File: src/lss_pkg.sv
`timescale 1ns / 1ps
// ----------------------------------------------------------------------------
// lss_pkg: shared types and constants for the lidar sector steering block
// payload structs, config struct, controller/datapath command and status
// ----------------------------------------------------------------------------
package lss_pkg;

  // one range sample of a scan
  typedef struct packed {
    logic [15:0] range_mm;
    logic [11:0] sample_index;
    logic        last_sample;
  } sample_t;

  // one steering command
  typedef struct packed {
    logic signed [31:0] angular_rate;
    logic signed [15:0] linear_rate;
    logic               stopped;
  } steer_t;

  // configuration register contents
  typedef struct packed {
    logic [15:0]        angle_coef;
    logic signed [15:0] forward_speed;
    logic [12:0]        samples_per_scan;
    logic [15:0]        valid_floor_mm;
    logic [15:0]        stop_distance_mm;
  } cfg_t;

  // controller to datapath
  typedef struct packed {
    logic take;      // sample transaction this cycle
    logic calc;      // form sector minima, clear scan state
    logic mul;       // coefficient times difference
    logic div_step;  // one quotient bit
    logic load;      // write the output register
  } cmd_t;

  // datapath to controller
  typedef struct packed {
    logic out_busy;  // output register full and not being taken
  } status_t;

  // register map, index = paddr[4:2]
  localparam logic [2:0] REG_ANGLE_COEF    = 3'd0;
  localparam logic [2:0] REG_FORWARD_SPEED = 3'd1;
  localparam logic [2:0] REG_SAMPLES       = 3'd2;
  localparam logic [2:0] REG_VALID_FLOOR   = 3'd3;
  localparam logic [2:0] REG_STOP_DIST     = 3'd4;

  localparam logic [15:0] RST_ANGLE_COEF  = 16'd256;
  localparam logic [15:0] RST_FWD_SPEED   = 16'd0;
  localparam logic [12:0] RST_SAMPLES     = 13'd360;
  localparam logic [15:0] RST_VALID_FLOOR = 16'd50;
  localparam logic [15:0] RST_STOP_DIST   = 16'd400;

  localparam int          DEG_PER_SCAN = 360;
  localparam logic [12:0] FRONT_LO_DEG = 13'd150;
  localparam logic [12:0] FRONT_HI_DEG = 13'd210;
  localparam int          MAX_DEG      = 8191 / DEG_PER_SCAN;

  localparam int          DIV_STEPS = 32;
  localparam logic [31:0] SAT_MAG   = 32'h7FFF_FFFF;
  localparam logic [15:0] RANGE_MAX = 16'hFFFF;

endpackage

File: src/lss_ctrl.sv
`timescale 1ns / 1ps
// ----------------------------------------------------------------------------
// lss_ctrl: sequencer for the lidar sector steering block
// streams samples in idle, then runs multiply and bit-serial divide per scan
// ----------------------------------------------------------------------------
module lss_ctrl (
  input  logic             clk,
  input  logic             rst,
  input  logic             sample_valid,
  input  logic             last_sample,
  output logic             sample_ready,
  input  lss_pkg::status_t status,
  output lss_pkg::cmd_t    cmd
);

  typedef enum logic [4:0] {
    S_IDLE = 5'b00001,
    S_CALC = 5'b00010,
    S_MUL  = 5'b00100,
    S_DIV  = 5'b01000,
    S_FIN  = 5'b10000
  } state_t;

  localparam int CW = $clog2(lss_pkg::DIV_STEPS);
  localparam logic [CW-1:0] CNT_LAST = CW'(lss_pkg::DIV_STEPS - 1);

  state_t        state, state_next;
  logic [CW-1:0] cnt;

  assign sample_ready = (state == S_IDLE);

  always_comb begin
    cmd          = '0;
    cmd.take     = sample_valid && sample_ready;
    cmd.calc     = (state == S_CALC);
    cmd.mul      = (state == S_MUL);
    cmd.div_step = (state == S_DIV);
    cmd.load     = (state == S_FIN) && !status.out_busy;
  end

  always_comb begin
    state_next = state;
    case (state)
      S_IDLE: if (cmd.take && last_sample) state_next = S_CALC;
      S_CALC: state_next = S_MUL;
      S_MUL:  state_next = S_DIV;
      S_DIV:  if (cnt == CNT_LAST) state_next = S_FIN;
      S_FIN:  if (!status.out_busy) state_next = S_IDLE;
      default: state_next = S_IDLE;
    endcase
  end

  always_ff @(posedge clk) begin
    if (rst) begin
      state <= S_IDLE;
      cnt   <= '0;
    end else begin
      state <= state_next;
      if (state == S_MUL) cnt <= '0;
      else if (state == S_DIV) cnt <= cnt + CW'(1);
    end
  end

  a_last_starts_calc: assert property (@(posedge clk) disable iff (rst)
    cmd.take && last_sample |=> state == S_CALC)
    else $error("last sample did not start the end-of-scan sequence");

  a_div_length: assert property (@(posedge clk) disable iff (rst)
    state == S_DIV && cnt == CNT_LAST |=> state == S_FIN)
    else $error("divide did not end after its last step");

  a_div_count_start: assert property (@(posedge clk) disable iff (rst)
    state == S_MUL |=> state == S_DIV && cnt == '0)
    else $error("divide step count not cleared");

endmodule

File: src/lss_datapath.sv
`timescale 1ns / 1ps
// ----------------------------------------------------------------------------
// lss_datapath: sector minima, multiply, restoring divider, output register
// ----------------------------------------------------------------------------
module lss_datapath #(
  parameter int MAX_SAMPLES = 4096
) (
  input  logic             clk,
  input  logic             rst,
  input  lss_pkg::cfg_t    cfg,
  input  lss_pkg::cmd_t    cmd,
  input  lss_pkg::sample_t sample,
  output lss_pkg::status_t status,
  output logic             cmd_valid,
  input  logic             cmd_ready,
  output lss_pkg::steer_t  steer
);

  // sector bounds
  logic [12:0] n, quarter, half, left_end, front_lo, front_hi, idx;
  logic [4:0]  deg;

  always_comb begin
    if (int'(cfg.samples_per_scan) > MAX_SAMPLES) n = 13'(MAX_SAMPLES);
    else n = cfg.samples_per_scan;
    quarter  = n >> 2;
    half     = n >> 1;
    left_end = quarter + (quarter << 1);
    // n / 360 by threshold count
    deg = '0;
    for (int k = 1; k <= lss_pkg::MAX_DEG; k++) begin
      if (n >= 13'(k * lss_pkg::DEG_PER_SCAN)) deg = deg + 5'd1;
    end
    front_lo = 13'({8'd0, deg} * lss_pkg::FRONT_LO_DEG);
    front_hi = 13'({8'd0, deg} * lss_pkg::FRONT_HI_DEG);
    idx      = {1'b0, sample.sample_index};
  end

  logic [15:0] right_min, left_min, front_min, first_val, mid_val;
  logic [15:0] r_w, l_w, f_w;
  logic        valid_w;

  assign valid_w = sample.range_mm > cfg.valid_floor_mm;
  assign r_w = (right_min < mid_val)   ? right_min : mid_val;
  assign l_w = (left_min  < first_val) ? left_min  : first_val;
  assign f_w = (front_min < first_val) ? front_min : first_val;

  always_ff @(posedge clk) begin
    if (rst || cmd.calc) begin
      right_min <= lss_pkg::RANGE_MAX;
      left_min  <= lss_pkg::RANGE_MAX;
      front_min <= lss_pkg::RANGE_MAX;
      first_val <= lss_pkg::RANGE_MAX;
      mid_val   <= lss_pkg::RANGE_MAX;
    end else if (cmd.take) begin
      if (idx == '0)   first_val <= sample.range_mm;
      if (idx == half) mid_val   <= sample.range_mm;
      if (valid_w) begin
        if (idx >= quarter && idx < half && sample.range_mm < right_min)
          right_min <= sample.range_mm;
        if (idx >= half && idx < left_end && sample.range_mm < left_min)
          left_min <= sample.range_mm;
        if (idx >= front_lo && idx < front_hi && sample.range_mm < front_min)
          front_min <= sample.range_mm;
      end
    end
  end

  // end-of-scan arithmetic
  logic [15:0] diff_q, div_q, rem;
  logic        neg_q, stop_q, diff_zero_q, div_zero_q;
  logic [31:0] quo;
  logic [16:0] trial;
  logic        fits;

  assign trial = {rem, quo[31]};
  assign fits  = trial >= {1'b0, div_q};

  always_ff @(posedge clk) begin
    if (cmd.calc) begin
      neg_q       <= l_w >= r_w;
      diff_q      <= (l_w >= r_w) ? (l_w - r_w) : (r_w - l_w);
      div_q       <= (l_w >= r_w) ? r_w : l_w;
      diff_zero_q <= l_w == r_w;
      div_zero_q  <= ((l_w >= r_w) ? r_w : l_w) == '0;
      stop_q      <= f_w < cfg.stop_distance_mm;
    end
    if (cmd.mul) begin
      quo <= {16'd0, cfg.angle_coef} * {16'd0, diff_q};
      rem <= '0;
    end else if (cmd.div_step) begin
      rem <= fits ? 16'(trial - {1'b0, div_q}) : trial[15:0];
      quo <= {quo[30:0], fits};
    end
  end

  logic [31:0] mag;
  always_comb begin
    if (diff_zero_q) mag = '0;
    else if (div_zero_q || quo[31]) mag = lss_pkg::SAT_MAG;
    else mag = quo;
  end

  // output register
  always_ff @(posedge clk) begin
    if (rst) begin
      cmd_valid <= 1'b0;
    end else if (cmd.load) begin
      cmd_valid <= 1'b1;
    end else if (cmd_ready) begin
      cmd_valid <= 1'b0;
    end
  end

  always_ff @(posedge clk) begin
    if (cmd.load) begin
      if (stop_q) begin
        steer.angular_rate <= '0;
        steer.linear_rate  <= '0;
        steer.stopped      <= 1'b1;
      end else begin
        steer.angular_rate <= neg_q ? -$signed(mag) : $signed(mag);
        steer.linear_rate  <= cfg.forward_speed;
        steer.stopped      <= 1'b0;
      end
    end
  end

  assign status.out_busy = cmd_valid && !cmd_ready;

  a_scan_cleared: assert property (@(posedge clk) disable iff (rst)
    cmd.calc |=> right_min == lss_pkg::RANGE_MAX && left_min == lss_pkg::RANGE_MAX
                 && front_min == lss_pkg::RANGE_MAX && first_val == lss_pkg::RANGE_MAX
                 && mid_val == lss_pkg::RANGE_MAX)
    else $error("scan state not cleared after end of scan");

  a_no_overwrite: assert property (@(posedge clk) disable iff (rst)
    cmd.load |-> !cmd_valid || cmd_ready)
    else $error("output register overwritten before it was taken");

  a_equal_sides: assert property (@(posedge clk) disable iff (rst)
    cmd.load && diff_zero_q |=> steer.angular_rate == '0)
    else $error("equal sides gave a nonzero turn");

endmodule

File: src/lidar_sector_steering.sv
`timescale 1ns / 1ps
// ----------------------------------------------------------------------------
// lidar_sector_steering: reactive steering from one lidar scan
// tracks per-sector range minima and emits one turn/speed command per scan
// ----------------------------------------------------------------------------
// usage
//   sample channel (sample_valid/sample_ready/sample): one range sample per
//   transaction, with its index and a last-of-scan mark
//   cmd channel (cmd_valid/cmd_ready/cmd): one steering command per scan
//   apb port: five config registers at 4*i, write while the block is idle
// timing
//   ordinary samples are taken one per cycle while the block is idle
//   a last sample starts the end-of-scan sequence: the calc state forms the
//   minima, the mul state does the coefficient multiply, the div state runs
//   the one-bit-per-cycle restoring divider, and the fin state loads the
//   output register once it is not busy; sample_ready is low from the last
//   sample transaction until that load
// reset
//   rst is synchronous; registers return to their defaults, the minima to
//   all ones, the output register empties
// stall
//   a waiting command sits in the output register while the next scan
//   streams in; only the end of that scan waits for cmd_ready
// ----------------------------------------------------------------------------
module lidar_sector_steering #(
  parameter int MAX_SAMPLES = 4096
) (
  input  logic             clk,
  input  logic             rst,
  // sample stream
  input  logic             sample_valid,
  output logic             sample_ready,
  input  lss_pkg::sample_t sample,
  // steering commands
  output logic             cmd_valid,
  input  logic             cmd_ready,
  output lss_pkg::steer_t  cmd,
  // configuration
  input  logic             psel,
  input  logic             penable,
  input  logic             pwrite,
  input  logic [4:0]       paddr,
  input  logic [31:0]      pwdata,
  output logic [31:0]      prdata,
  output logic             pready
);

  lss_pkg::cfg_t    cfg;
  lss_pkg::cmd_t    dp_cmd;
  lss_pkg::status_t dp_status;
  logic             wr_en;
  logic [2:0]       reg_idx;

  // apb: zero wait states, write on the access phase
  assign pready  = 1'b1;
  assign reg_idx = paddr[4:2];
  assign wr_en   = psel && penable && pwrite && pready;

  always_ff @(posedge clk) begin
    if (rst) begin
      cfg.angle_coef       <= lss_pkg::RST_ANGLE_COEF;
      cfg.forward_speed    <= lss_pkg::RST_FWD_SPEED;
      cfg.samples_per_scan <= lss_pkg::RST_SAMPLES;
      cfg.valid_floor_mm   <= lss_pkg::RST_VALID_FLOOR;
      cfg.stop_distance_mm <= lss_pkg::RST_STOP_DIST;
    end else if (wr_en) begin
      case (reg_idx)
        lss_pkg::REG_ANGLE_COEF:    cfg.angle_coef       <= pwdata[15:0];
        lss_pkg::REG_FORWARD_SPEED: cfg.forward_speed    <= pwdata[15:0];
        lss_pkg::REG_SAMPLES:       cfg.samples_per_scan <= pwdata[12:0];
        lss_pkg::REG_VALID_FLOOR:   cfg.valid_floor_mm   <= pwdata[15:0];
        lss_pkg::REG_STOP_DIST:     cfg.stop_distance_mm <= pwdata[15:0];
        default: ;  // unmapped addresses ignore writes
      endcase
    end
  end

  // read mux, zero extended
  always_comb begin
    case (reg_idx)
      lss_pkg::REG_ANGLE_COEF:    prdata = {16'd0, cfg.angle_coef};
      lss_pkg::REG_FORWARD_SPEED: prdata = {16'd0, cfg.forward_speed};
      lss_pkg::REG_SAMPLES:       prdata = {19'd0, cfg.samples_per_scan};
      lss_pkg::REG_VALID_FLOOR:   prdata = {16'd0, cfg.valid_floor_mm};
      lss_pkg::REG_STOP_DIST:     prdata = {16'd0, cfg.stop_distance_mm};
      default:                    prdata = '0;
    endcase
  end

  // sequencer
  lss_ctrl u_ctrl (
    .clk          (clk),
    .rst          (rst),
    .sample_valid (sample_valid),
    .last_sample  (sample.last_sample),
    .sample_ready (sample_ready),
    .status       (dp_status),
    .cmd          (dp_cmd)
  );

  // minima, multiply/divide, output register
  lss_datapath #(
    .MAX_SAMPLES (MAX_SAMPLES)
  ) u_datapath (
    .clk       (clk),
    .rst       (rst),
    .cfg       (cfg),
    .cmd       (dp_cmd),
    .sample    (sample),
    .status    (dp_status),
    .cmd_valid (cmd_valid),
    .cmd_ready (cmd_ready),
    .steer     (cmd)
  );

endmodule

File: config.mk
export PLATFORM = sky130hd
export DESIGN_NAME = lidar_sector_steering
export DESIGN_NICKNAME = d
export VERILOG_FILES = /design/src/lss_pkg.sv /design/src/lss_ctrl.sv /design/src/lss_datapath.sv /design/src/lidar_sector_steering.sv
export SDC_FILE = /design/constraint.sdc
export NUM_CORES = 2
export LEC_CHECK = 0
export ABC_AREA = 1
export BUFFER_PORTS_ARGS = -buffer_cell sky130_fd_sc_hd__buf_4
export CAP_MARGIN = 20
export CORE_MARGIN = 5
export CORE_UTILIZATION = 59
export DETAILED_ROUTE_END_ITERATION = 8
export PLACE_DENSITY = 0.82
export SLEW_MARGIN = 40
export SYNTH_ARGS = -nofsm -noshare
export SYNTH_HDL_FRONTEND = slang
export SYNTH_HIERARCHICAL = 1
export SYNTH_SLANG_ARGS = --single-unit
File: constraint.sdc
create_clock -name clk -period 23.7 [get_ports clk]
set_input_delay 4.74 -clock clk [delete_from_list [all_inputs] [get_ports clk]]
set_output_delay 4.74 -clock clk [all_outputs]
set_load 0.03 [all_outputs]
==> results.md <==
- Status: finished, final reports clean
- Post-Synthesis Cells: 4390
- CTS max path bufs: 3
- Flop and latch count out of synthesis: 301
- Worst min path class: flop to flop
- CP Capture Type: flop
- Max-slew headroom: 39.6%
- Setup Buffers After CTS: 0
- Critical path's largest stage delay: 0.74 ns
- Worst Max-Slew Pin Slew: 0.897 ns
- Gr usage total: 27.6%
- Fraction of final layout cells sized beyond drive strength 1: 7.32%
- Grt total ovfl: 0
- Wire length per cell: 16.4 um
- Io pins: 157
- Met2 Use GR: 46.2%
- VDD IR max: 0.0000646 V
- # setup viols final: 0
- Layout Skew: 0.0290 ns
- CTS H-tree lvls: 2
- Area of the core: 0.0541 mm2
- Buffers added on ports: 121
- DRT antenna net count: 0
- Most frequent cells in the layout: 1000 x nand2_1, 823 x inv_1, 421 x ha_1
- Hpwl dp: 65500 um
- Drt pass-1 iters: 7
- Initial DRC count: 2519
- RePlAce Congestion: 0.938
- Worst path required time: 24.09 ns
- Fin Setup TNS: 0 ns
- Starting Density: 59.8%
- Critical Path Start Type: flop
- Yosys warnings: 6
- Nets: 5098
- Synth Flop Type: dfxtp_1
- Max_cap viols: 0
- XOR/XNOR share of the synthesized area: 1.97%
- Detailed-route wire length: 84100 um
- Worst Path Max Fanout: 17
- Post-synthesis cell area: 0.0324 mm2
- Busiest grt layer: met2
- Fin util: 64.3%
- Fmax: 65.0 MHz
- Compound-cell area share of the yosys netlist: 11.3%
- Synth cell types: 66
- Synth Area in Simple Gates: 23.2%
- LEAKAGE: 0.0189 uW
- Post-synthesis adder-cell area fraction: 28.8%
- ANT cells: 0
- Async set-or-reset flop fraction in the synthesized netlist: 0%
- Worst skew pair latency: 0.54 ns
- Number of synthesized flops with an enable pin: 117
- Post-synthesis mux area share: 0.0927%
- M1 GR Usage: 36.5%
- Vias in the first global route: 27500
- Vias: 28800
- Die span in y: 244 um
- Placed Cells: 5062
- PostCTS Resize Cnt: 0
- Hold slack: 0.474 ns
- Root Driver: clkbuf_16
- Worst EP arrival: 15.78 ns
- Pwr dens: 55.7 mW/mm2
- Met3 GRT Util: 4.75%
- Crit path top cell by count: nand2_1
- # hold bufs at CTS: 0
- Tcrit/Tclk final: 64.9%
- Unrepaired setup endpoints after global routing: false
- Slowest-stage cell, CP: dfxtp_1
- CTS tree: yes
- Final hold vios: 0
- Num CTS Buffers: 34
- Die X-Extent: 244 um
- Drt via density: 5.62
- Sink Count: 301
- Site Rows: 85
- Largest net degree at the start of global routing: 81
- Worst-path clk slew: 0.06 ns
- Final non-filler cell total: 5124
- Synthesized area per cell: 7.38 um2
- Area delta synth->final: 7.55%
- Max-slew violations: 0
- Initial antenna violation count: 0
- Minimum clock period: 15.39 ns
- Commonest non-fill, non-tap cell in the layout: nand2_1
- Setup Crit Path Kind: flop to flop
- Largest family of logic cells by synthesized area: adder cells
- Global-route wire length before repair: 137000 um
- Seq/Total Area, Yosys: 22.2%
- Die area: 0.0597 mm2
- Drc violations: 0
==> worst paths after layout <==
path | start | endpoint | slack, ns | cells after the start
worst max-delay path | cfg[44] | u_datapath/front_min[5] | 8.31 | 84
worst min-delay path | u_datapath/mid_val[1] | u_datapath/mid_val[1] | 0.47 | 2
worst max register to register | cfg[44] | u_datapath/front_min[5] | 8.31 | 84
worst min register to register | u_datapath/mid_val[1] | u_datapath/mid_val[1] | 0.47 | 2
==> kinds of logic after synthesis <==
group / Yosys count
buf+inv: 1026
flops: 301
compound gates: 620
other cells: 2
fa+ha+maj: 623
mux: 3
simple gates: 1742
xor+xnor: 73
==> cell usage after synthesis, types with 5 or more instances <==
cell type	number	area [um2]
buf_2	23	115
o21ai_0	197	986
nor2_2	8	50.1
o221ai_1	7	61.3
nand2_1	1002	3760
nand3_2	26	260
nand4_1	50	313
o21bai_1	14	105
clkbuf_1	132	495
inv_1	823	3090
buf_4	26	195
nand3_1	215	1080
o21a_1	10	75.1
a31oi_1	5	31.3
a21boi_0	10	75.1
xor2_1	43	377
nor2_4	8	90.1
nand2_2	29	181
nor3_1	46	230
nor4_1	12	75.1
a21o_1	8	60.1
or2_2	8	50.1
o2111ai_1	5	43.8
o211ai_1	100	751
dfxtp_1	184	3680
o22ai_1	19	119
edfxtp_1	117	3510
nor2_1	306	1150
inv_2	11	41.3
a21oi_1	207	1040
a211oi_1	8	60.1
xnor2_1	30	263
ha_1	421	5270
fa_1	202	4040
nand3b_1	15	113
==> final cells by class <==
| type | count | area (um2) |
|---|---|---|
| clock buffer | 50 | 1040 |
| clock inverter | 12 | 114 |
| fill | 4568 | 19300 |
| inverter | 838 | 3150 |
| multi-input combinational | 3078 | 21300 |
| sequential | 301 | 7200 |
| tap | 696 | 871 |
| timing repair buffer | 149 | 1130 |
==> sequential cells by signal, summed over array words and instances, names as in the netlist <==
register and count:
cfg 77, u_ctrl/cnt 5, u_ctrl/state 5, u_datapath/cmd_valid 1
u_datapath/diff_q 16, u_datapath/diff_zero_q 1, u_datapath/div_q 16, u_datapath/div_zero_q 1
u_datapath/first_val 16, u_datapath/front_min 16, u_datapath/left_min 16, u_datapath/mid_val 16
u_datapath/neg_q 1, u_datapath/quo 32, u_datapath/rem 16, u_datapath/right_min 16
u_datapath/steer 49, u_datapath/stop_q 1
==> metrics by stage <==
step,total power (uW),setup slack [ns],area (um2)
6_report,1940,8.31,34800
5_1_grt,2070,6.85,34800
3_3_place_gp,1360,8.21,33600
2_1_floorplan,1200,10.04,32400
4_1_cts,1930,8.32,34800
3_5_place_dp,1390,8.37,33600
==> report_power, final <==
| group | total, uW | switching, uW | internal, uW |
|---|---|---|---|
| clock | 546 | 226 | 319 |
| sequential | 632 | 37.4 | 595 |
| combinational | 761 | 493 | 268 |
| total | 1940 | 757 | 1180 |
==> critical path, delay by kind of cell, from the launching register on <==
kind,cells,cell delay (ns)
XOR/XNOR,1,0.16
AND/OR/NAND/NOR,42,5.16
AO/OA/AOI/OAI,10,1.89
buffers and inverters,9,1.05
adder cells (fa/ha/maj),22,6.21
flip-flops,1,0.74
==> routing by layer <==
| layer | vias to the layer above | share of wire [%] |
|---|---|---|
| met3 | 222 | 7.8 |
| met5 | - | 0 |
| met2 | 1092 | 47 |
| met4 | 0 | 3.7 |
| met1 | 13400 | 42 |
| li1 | 14000 | - |
No activity file was read; power rests on OpenSTA's default activity.
